<file path="src/sv/bb3_pkg.sv">
// ----------------------------------------------------------------------------
// bb3_pkg: shared types and constants for the 3x3 box blur
// Pixel and window types, the neighbour-count and reciprocal tables.
// ----------------------------------------------------------------------------
package bb3_pkg;

	localparam int CH_W      = 8;   // one colour channel
	localparam int PIX_W     = 3 * CH_W;
	localparam int CSUM_W    = 10;  // sum of three channel values
	localparam int SUM_W     = 12;  // sum of nine channel values
	localparam int N_W       = 4;   // neighbour count, 1..9
	localparam int X_W       = 13;  // 2*sum + n
	localparam int RCP_W     = 18;  // reciprocal of 2*n
	localparam int RCP_SHIFT = 18;
	localparam int PROD_W    = X_W + RCP_W;

	// configuration port
	localparam int CFG_IDX_W = 1;
	localparam int CFG_W     = 13;
	localparam int FW_W      = 11;
	localparam int FH_W      = 13;
	localparam logic [CFG_IDX_W-1:0] REG_FRAME_WIDTH  = 1'b0;
	localparam logic [CFG_IDX_W-1:0] REG_FRAME_HEIGHT = 1'b1;

	// item kinds on tuser
	localparam logic OP_PIXEL = 1'b0;
	localparam logic OP_FLUSH = 1'b1;

	typedef struct packed {
		logic [CH_W-1:0] blue;
		logic [CH_W-1:0] green;
		logic [CH_W-1:0] red;
	} pix_t;

	// one window column, top row to bottom row
	typedef struct packed {
		pix_t top;
		pix_t mid;
		pix_t bot;
	} col_t;

	// one line store word: the two rows above the incoming pixel
	typedef struct packed {
		pix_t older;
		pix_t prev;
	} lb_word_t;

	typedef struct packed {
		logic top_ok;
		logic bot_ok;
	} row_mask_t;

	typedef struct packed {
		logic top_ok;
		logic bot_ok;
		logic left_ok;
		logic right_ok;
	} win_mask_t;

	typedef struct packed {
		logic [CSUM_W-1:0] blue;
		logic [CSUM_W-1:0] green;
		logic [CSUM_W-1:0] red;
	} csum_t;

	typedef struct packed {
		logic [SUM_W-1:0] blue;
		logic [SUM_W-1:0] green;
		logic [SUM_W-1:0] red;
	} sum_t;

	// number of in-frame pixels in the window
	function automatic logic [N_W-1:0] nbr_count(input win_mask_t m);
		logic [1:0] rows;
		logic [1:0] cols;
		rows = 2'd1 + 2'(m.top_ok) + 2'(m.bot_ok);
		cols = 2'd1 + 2'(m.left_ok) + 2'(m.right_ok);
		return N_W'(rows) * N_W'(cols);
	endfunction

	// floor(2^18 / (2n)) + 1: exact floor division of any 13-bit x by 2n
	function automatic logic [RCP_W-1:0] recip(input logic [N_W-1:0] n);
		logic [RCP_W-1:0] m;
		case (n)
			4'd1:    m = 18'd131073;
			4'd2:    m = 18'd65537;
			4'd3:    m = 18'd43691;
			4'd4:    m = 18'd32769;
			4'd6:    m = 18'd21846;
			4'd9:    m = 18'd14564;
			default: m = '0;
		endcase
		return m;
	endfunction

endpackage

</file>
<file path="src/sv/bb3_norm.sv">
// ----------------------------------------------------------------------------
// bb3_norm: rounded mean of one channel
// floor((2*sum + n) / (2n)) by reciprocal multiply, result registered.
// ----------------------------------------------------------------------------
module bb3_norm (
	input  logic                         clk,
	input  logic                         en,
	input  logic [bb3_pkg::SUM_W-1:0]    sum,
	input  logic [bb3_pkg::N_W-1:0]      n,
	input  logic [bb3_pkg::RCP_W-1:0]    m,
	output logic [bb3_pkg::CH_W-1:0]     q_s4
);

	logic [bb3_pkg::X_W-1:0]    x;
	logic [bb3_pkg::PROD_W-1:0] prod;

	assign x    = bb3_pkg::X_W'({sum, 1'b0}) + bb3_pkg::X_W'(n);
	assign prod = bb3_pkg::PROD_W'(x) * bb3_pkg::PROD_W'(m);

	always_ff @(posedge clk) begin
		if (en) begin
			q_s4 <= prod[bb3_pkg::RCP_SHIFT +: bb3_pkg::CH_W];
		end
	end

endmodule

</file>
<file path="config.mk">
export PLATFORM = sky130hd
export DESIGN_NAME = bb3_norm
export DESIGN_NICKNAME = d
export VERILOG_FILES = /design/src/sv/bb3_pkg.sv /design/src/sv/bb3_norm.sv
export SDC_FILE = /design/constraint.sdc
export NUM_CORES = 1
export LEC_CHECK = 0
export BUFFER_PORTS_ARGS = -buffer_cell sky130_fd_sc_hd__buf_2
export CAP_MARGIN = 20
export CORE_UTILIZATION = 30
export CTS_BUF_LIST = sky130_fd_sc_hd__clkbuf_4
export CTS_CLUSTER_DIAMETER = 120
export DETAILED_ROUTE_END_ITERATION = 6
export GPL_ROUTABILITY_DRIVEN = 0
export PLACE_DENSITY = 0.59
export SKIP_CTS_REPAIR_TIMING = 1
export SYNTH_ARGS = -nofsm -noshare
export SYNTH_HDL_FRONTEND = slang
export SYNTH_SLANG_ARGS = --single-unit
</file>
<file path="constraint.sdc">
create_clock -name clk -period 7.3 [get_ports clk]
set_input_delay 1.095 -clock clk [delete_from_list [all_inputs] [get_ports clk]]
set_output_delay 1.095 -clock clk [all_outputs]
set_load 0.01 [all_outputs]
</file>
==> out/metrics.cfg <==
[outcome]
status=complete, no violations

[job]
drv_cap=0

[sta]
slew_headroom=0.720
rsz0062_at_grt=false
period_minus_slack_ns=6.99
worst_pin_slew_ns=0.420
tns_ns=0
fin_crit_sh=0.957
hold_viol_final=0
final_max_slew_viol_count=0
fmax_ghz=0.143
setup_viol=0

[setup_path]
critPathLaunchType=input port
path_buf_inv=8
cp.required_ns=7.28
path_max_fanout=9
cp_slowest_stage_delay_ns=0.56
worstPathArrival_ns=6.97
critical_path.slowest_cell=fa_1
endpoint_kind=register
worstSetupPathType=in2reg
crit_family=adder cells

[clocking]
cts.clk_slew.worst_paths_ns=0.05
cts_tree=done
root_buffer=clkbuf_4
clock_path_buffers=2
cts_buffers=3
cts.sinks=8
htreeDepth=1

[pwr]
combPwrFrac=0.938
leakage_nw=3.98
seqPwrFrac=0.053
p_sw_frac=0.515
intPower_mw=1.75
vdd_drop_max_uv=411
power.density_mw_per_mm2=469
p_sw_mw=1.86
fin_total_pwr_mw=3.61
power.share.clock=0.009

[synthesis]
ys_seq_area_frac=0.0352
yosys-top-cells-area=fa_1 49%, inv_1 11%, ha_1 9.9%, and2_1 8.4%, nand2_1 7.7%
ys_types=31
synthArstFlopShare=0
synth_ff_type=edfxtp_1
synth_edf_count=8
syn_avg_cell_area_um2=8.86
synth-seq-cells=8
syn-num-nets=1027
yosysWarnings=0
yosys.area.top_type_share=0.493
syn_area_mm2=0.00682
synth_cells=769
yosysMostFrequentCell=inv_1
synth_largest_area_cell=fa_1
ys_top_cells_by_count=198 x inv_1, 168 x fa_1, 140 x nand2_1

[global_route]
first_global_vias=5543
antenna_found_initial=0
grt_max_degree=19
grt-ovfl-total=0
grt_usage=0.145
grt_pass1_wl_um=27500

[routing]
ant_nets=0
drt_iter0_drc=187
drt-total-wl_um=15300
viasPerCell=4.47
vias=4957
drtPass1Iterations=4
drc=0
wl_per_cell_um=13.8

[cells_and_area]
nets=1089
fill_cells=2285
antenna_cells=0
top_regs=q_s4: 8 flops
largest_register_ffs=8
drive_gt1_frac=0.125
regMostFlops=q_s4
syn_to_final_growth_pct=12.8
fin_cells=1109

[floorplan]
start_util=0.309
io_pins=44
placementRows=54
die_area_mm2=0.0233
die_y_um=153
core_area_mm2=0.0220
die_w_um=153

[worst_hold_path]
hp-class=in2reg

[placement]
hpwl_um=13400
port_buffers=43
dpl.cell_count=1104

[power groups by stage]
stage / logic (mW) / clock network (mW) / registers (mW)
after floorplan: 2.33 / 0 / 0.205
after global placement: 3.22 / 0 / 0.193
after detailed placement: 3.27 / 0 / 0.192
after CTS: 3.29 / 0.0337 / 0.192
after global routing: 3.98 / 0.0368 / 0.195
final: 3.39 / 0.0319 / 0.191
[path summary, 6_finish.rpt]
| kind | startpoint | to | slack (ns) | cells after the start |
|---|---|---|---|---|
| max | sum[0] | q_s4[7] | 0.31 | 27 |
| min | en | q_s4[0] | 1.19 | 1 |
[cell usage in the layout, fill, tap and decap left out, drive strengths merged]
| cell | n |
|---|---|
| nor2 | 5 |
| nand4 | 4 |
| xnor2 | 10 |
| nand2 | 140 |
| nor3 | 1 |
| a211oi | 5 |
| o211ai | 1 |
| o21ai | 5 |
| nor3b | 2 |
| xnor3 | 1 |
| edfxtp | 8 |
| buf | 89 |
| a21oi | 10 |
| clkbuf | 3 |
| and3 | 1 |
| ha | 54 |
| a2111oi | 2 |
| nand2b | 1 |
| o21a | 4 |
| inv | 198 |
| nand3 | 5 |
| o221ai | 1 |
| fa | 168 |
| o21bai | 2 |
| xor2 | 15 |
| and2 | 92 |
| a21o | 2 |
[cell type report]
class | instances | area (um2) | share of cell area
flip-flops and latches | 8 | 240 | 0.0312
multi-input cells | 531 | 5760 | 0.749
well taps | 280 | 350 | 0.0456
clock buffers | 3 | 22.5 | 0.00293
repair buffers | 89 | 573 | 0.0745
inverters | 198 | 743 | 0.0967
[metal layers]
metal  global-route usage  part of all wire  wire length [um]  vias up
met1                0.191              0.45              6870     2540
met2                0.268              0.51              7830       75
met5                    0                 0                 0        -
li1                     -                 -                 -     2330
met4               0.0183             0.012               180        0
met3              0.00540             0.028               430       12
[metrics by stage]
step | hold slack (ns) | utilization | worst slack [ns] | cell area [um2]
2_1_floorplan | 1.21 | - | 0.0209 | 6820
3_3_place_gp | 1.45 | 0.345 | -0.147 | 7600
3_5_place_dp | 1.46 | 0.345 | -0.286 | 7600
4_1_cts | 1.20 | 0.346 | -0.0511 | 7630
5_1_grt | 1.20 | 0.349 | 0.00210 | 7690
6_report | 1.19 | 0.349 | 0.312 | 7690
[cells by family after synthesis]
group / after synthesis / synth area share
compound gates: 32 / 0.0318
xor+xnor: 26 / 0.0365
fa+ha+maj: 222 / 0.593
buf+inv: 230 / 0.127
flops: 8 / 0.0352
simple gates: 251 / 0.177
No activity file was read; power rests on OpenSTA's default activity.
