===== src/sv/bb3_pkg.sv =====
// ----------------------------------------------------------------------------
// bb3_pkg: shared types and constants for the 3x3 box blur
// Pixel and window types, the neighbour-count and reciprocal tables.
// ----------------------------------------------------------------------------
package bb3_pkg;

	localparam int CH_W      = 8;   // one colour channel
	localparam int PIX_W     = 3 * CH_W;
	localparam int CSUM_W    = 10;  // sum of three channel values
	localparam int SUM_W     = 12;  // sum of nine channel values
	localparam int N_W       = 4;   // neighbour count, 1..9
	localparam int X_W       = 13;  // 2*sum + n
	localparam int RCP_W     = 18;  // reciprocal of 2*n
	localparam int RCP_SHIFT = 18;
	localparam int PROD_W    = X_W + RCP_W;

	// configuration port
	localparam int CFG_IDX_W = 1;
	localparam int CFG_W     = 13;
	localparam int FW_W      = 11;
	localparam int FH_W      = 13;
	localparam logic [CFG_IDX_W-1:0] REG_FRAME_WIDTH  = 1'b0;
	localparam logic [CFG_IDX_W-1:0] REG_FRAME_HEIGHT = 1'b1;

	// item kinds on tuser
	localparam logic OP_PIXEL = 1'b0;
	localparam logic OP_FLUSH = 1'b1;

	typedef struct packed {
		logic [CH_W-1:0] blue;
		logic [CH_W-1:0] green;
		logic [CH_W-1:0] red;
	} pix_t;

	// one window column, top row to bottom row
	typedef struct packed {
		pix_t top;
		pix_t mid;
		pix_t bot;
	} col_t;

	// one line store word: the two rows above the incoming pixel
	typedef struct packed {
		pix_t older;
		pix_t prev;
	} lb_word_t;

	typedef struct packed {
		logic top_ok;
		logic bot_ok;
	} row_mask_t;

	typedef struct packed {
		logic top_ok;
		logic bot_ok;
		logic left_ok;
		logic right_ok;
	} win_mask_t;

	typedef struct packed {
		logic [CSUM_W-1:0] blue;
		logic [CSUM_W-1:0] green;
		logic [CSUM_W-1:0] red;
	} csum_t;

	typedef struct packed {
		logic [SUM_W-1:0] blue;
		logic [SUM_W-1:0] green;
		logic [SUM_W-1:0] red;
	} sum_t;

	// number of in-frame pixels in the window
	function automatic logic [N_W-1:0] nbr_count(input win_mask_t m);
		logic [1:0] rows;
		logic [1:0] cols;
		rows = 2'd1 + 2'(m.top_ok) + 2'(m.bot_ok);
		cols = 2'd1 + 2'(m.left_ok) + 2'(m.right_ok);
		return N_W'(rows) * N_W'(cols);
	endfunction

	// floor(2^18 / (2n)) + 1: exact floor division of any 13-bit x by 2n
	function automatic logic [RCP_W-1:0] recip(input logic [N_W-1:0] n);
		logic [RCP_W-1:0] m;
		case (n)
			4'd1:    m = 18'd131073;
			4'd2:    m = 18'd65537;
			4'd3:    m = 18'd43691;
			4'd4:    m = 18'd32769;
			4'd6:    m = 18'd21846;
			4'd9:    m = 18'd14564;
			default: m = '0;
		endcase
		return m;
	endfunction

endpackage


===== src/sv/bb3_cell.sv =====
// ----------------------------------------------------------------------------
// bb3_cell: one column of the 3x3 window
// Holds three pixels, takes its neighbour's column on a shift, and gives the
// per-channel sum of its in-frame rows.
// ----------------------------------------------------------------------------
module bb3_cell (
	input  logic               clk,
	input  logic               arst_n,
	input  logic               shift,
	input  bb3_pkg::col_t      col_in,
	input  bb3_pkg::row_mask_t rows,
	output bb3_pkg::col_t      col_q,
	output bb3_pkg::csum_t     csum
);

	always_ff @(posedge clk or negedge arst_n) begin
		if (!arst_n) begin
			col_q <= '0;
		end else if (shift) begin
			col_q <= col_in;
		end
	end

	always_comb begin
		csum.red   = bb3_pkg::CSUM_W'(rows.top_ok ? col_q.top.red : '0)
		           + bb3_pkg::CSUM_W'(col_q.mid.red)
		           + bb3_pkg::CSUM_W'(rows.bot_ok ? col_q.bot.red : '0);
		csum.green = bb3_pkg::CSUM_W'(rows.top_ok ? col_q.top.green : '0)
		           + bb3_pkg::CSUM_W'(col_q.mid.green)
		           + bb3_pkg::CSUM_W'(rows.bot_ok ? col_q.bot.green : '0);
		csum.blue  = bb3_pkg::CSUM_W'(rows.top_ok ? col_q.top.blue : '0)
		           + bb3_pkg::CSUM_W'(col_q.mid.blue)
		           + bb3_pkg::CSUM_W'(rows.bot_ok ? col_q.bot.blue : '0);
	end

endmodule


===== config.mk =====
export PLATFORM = sky130hd
export DESIGN_NAME = bb3_cell
export DESIGN_NICKNAME = d
export VERILOG_FILES = /design/src/sv/bb3_pkg.sv /design/src/sv/bb3_cell.sv
export SDC_FILE = /design/constraint.sdc
export NUM_CORES = 1
export LEC_CHECK = 0
export BUFFER_PORTS_ARGS = -buffer_cell sky130_fd_sc_hd__buf_2
export CAP_MARGIN = 30
export CORE_UTILIZATION = 41
export CTS_CLUSTER_DIAMETER = 50
export DETAILED_ROUTE_END_ITERATION = 8
export PLACE_DENSITY = 0.71
export SYNTH_ARGS = -nofsm -noshare
export SYNTH_HDL_FRONTEND = slang
export SYNTH_SLANG_ARGS = --single-unit

===== constraint.sdc =====
create_clock -name clk -period 3.3 [get_ports clk]
set_input_delay 0 -clock clk [delete_from_list [all_inputs] [get_ports clk]]
set_output_delay 0 -clock clk [all_outputs]
set_load 0.05 [all_outputs]

==> metrics <==
total gr overflow 0; f_max 298 MHz; Multi-input gate area 2720 um^2; Post-Syn Instances 380; final number of setup-violating endpoints 1; RSZ-0062 raised after global routing yes; Post-synth EDFFs 0; Clock transition at path regs 80 ps; CP Launch Type register; Routed Antenna Nets 0; Crit Path Class register to output pin; antenna fix cells 0; Static Leak 0.00323 uW; Post-Route WL 12300 um; largest net degree at the start of global routing 73; vias 3824; post-synthesis sequential area ratio 40.0%; Synth Area per Inst 11.9 um^2; clock root buffer clkbuf_8; post-layout worst setup margin -51.1 ps; Clock Tree Buf Depth 2; Die Y 107 um; Yosys warning count 0; status finished with violations; iteration count of the initial detailed-routing pass 4; Worst IR Drop VDD 0.000406 V; Regs by FF count col_q x72; leading area contributor after synthesis dfrtp_1; main flop type after synthesis dfrtp_1; fin crit period 3350 ps; Core Rows 37; Die W 107 um; Vias/cell 4.88; DRT iter0 DRCs 128; CTS Buf Count 9; pwr dens 607 nW/um^2; fraction of registers with async set/reset 100%; worst hold start shift; Placement Setup Slack 14.1 ps; Setup TNS -51.1 ps; Clk Latency, worst-skew pair 360 ps; CP peak stage delay 410 ps; Pins Over Slew Limit 0; Syn Nets 508; initial cell density of the core 42.9%; Synth top cells by count dfrtp_1, mux2_2, and2_1; CP arrival 3350 ps; CP max FO 5; Worst setup EP type output pin; clk_skew 0 ps; CTS HTree Levels 3; die area 11400 um^2; Worst Reg-to-Reg Cells 2; Tcrit/Tclk final 102%; Max-Cap Viols 0; FILL cells 820; largest reg by FF count col_q; Mapped Area 4510 um^2; Slew headroom 39.2%; total power 4060 uW; CTS tree built; FF-to-FF End col_q[64]$_DFFE_PN0P_; vias in the first global route 4143; reg2reg start col_q[64]$_DFFE_PN0P_; core area 10500 um^2; antenna violations before repair 0; layout cells sized above 1 46.7%; Critical Path, Cell by Cell and2_4 > ha_4 > buf_4 > a21o_1 > nand4_1 > nand2_1 > nor2_1 > xnor2_1 > ha_2 > and3_4 > a2111oi_4 > o21bai_2 > a21oi_4 > xor2_4 > buf_8; worst-margin pin slew 913 ps; failing checks setup timing; Largest register FFs 72; number of remaining DRC errors 0; most frequent cell after synthesis dfrtp_1; DR WL/cell 15.7 um; Syn-to-layout area delta 48.3%; count of different cell masters after synthesis 34; Slowest-stage cell, CP dfrtp_2; first-pass GRT wire length 19700 um; PortBufs 178; CP required 3300 ps; Fin. Hold Viols 0; hpwl dp 8590 um; gpl congestion 0.863; Yosys top cell area share 40.0%; reg2reg setup slack 2400 ps; Total Routing Usage GR 22.8%; Synth area leaders dfrtp_1, mux2_2, fa_1; clk sinks 72; WHS Path Cells 3; Reg area 1800 um^2; WHS Endpoint col_q[32]$_DFFE_PN0P_; worst hold path type primary input to register; Final nets 770; #FFs+latches synth 72; I/O pin count 179
logic make-up after synthesis:
group,share of synthesized area [%]
AOI/OAI and AO/OA,7.85
xor gates and xnor gates,4.47
adders and majority gates,17.5
buffers and inverters,2.64
DFF,40.0
muxes,17.2
and+or+nand+nor,10.4
layout make-up:
class | count | share of cell area, %
clock buffers | 13 | 2.23
clock inverters | 3 | 0.636
inverters | 18 | 1.01
multi-input cells | 278 | 40.6
flip-flops and latches | 72 | 27.0
well taps | 136 | 2.54
repair buffers | 263 | 26.0
stage by stage:
step / cells / hold WS, ps / utilization (%) / instance area, um^2
detailed placement: 687 / 205 / 53.2 / 5590
CTS: 778 / 83.1 / 62.7 / 6590
global route: 783 / 138 / 63.6 / 6690
finish: 783 / 107 / 63.6 / 6690
global placement: 687 / 185 / 53.2 / 5590
floorplan: 380 / -296 / - / 4540
critical path: cells and delay by family, from the launching register on:
kind                     cells  cell delay [ps]
AO/OA/AOI/OAI                4              870
buffers and inverters        2              280
AND/OR/NAND/NOR              5              640
adder cells (fa/ha/maj)      2              470
flip-flops                   1              410
XOR/XNOR                     2              310
worst max-delay path by stage:
stage                          start        to  slack (ps)  cells after the start
2_1_floorplan  col_q[40]$_DFFE_PN0P_  csum[28]          -4                     13
4_1_cts        col_q[64]$_DFFE_PN0P_  csum[28]        -160                     15
5_1_grt        col_q[64]$_DFFE_PN0P_  csum[28]        -170                     15
3_3_place_gp   col_q[64]$_DFFE_PN0P_  csum[28]         170                     15
6_report       col_q[64]$_DFFE_PN0P_  csum[28]         -50                     15
3_5_place_dp   col_q[64]$_DFFE_PN0P_  csum[28]          10                     15
where the power goes:
part	switching (uW)	total, uW	internal [uW]
Clock	329	699	370
Sequential	72.5	1040	971
Combinational	1570	2320	747
Total	1970	4060	2090
layer usage:
metal | up-vias | part of all wire [%] | track usage (%)
li1 | 1839 | - | -
met1 | 1833 | 41 | 26.4
met2 | 117 | 50 | 38.9
met3 | 35 | 4.1 | 3.95
met4 | 0 | 4.4 | 14.5
met5 | - | 0 | 0
what timing repair did:
item,in CTS,in global routing
endpoints found under the hold margin,144,0
hold buffers,73,0
endpoints found under the setup margin,4,7
pin swaps,9,14
resized for setup,16,16
buffers inserted,2,5
cell usage in the layout (no fill, tap or decap), types with 10 or more instances in the layout:
cell type      netlist  final
clkbuf_8             0     10
mux2_2              69     69
fa_1                20     18
dfrtp_1             72     71
ha_1                31     27
buf_2                5    172
and2_1              45     42
nand2_1             12     11
inv_1               18     17
xnor2_1             15     15
buf_4                0     16
dlygate4sd3_1        0     73
a21oi_1             14     11
Note: power is estimated with default switching activity, not from simulation.
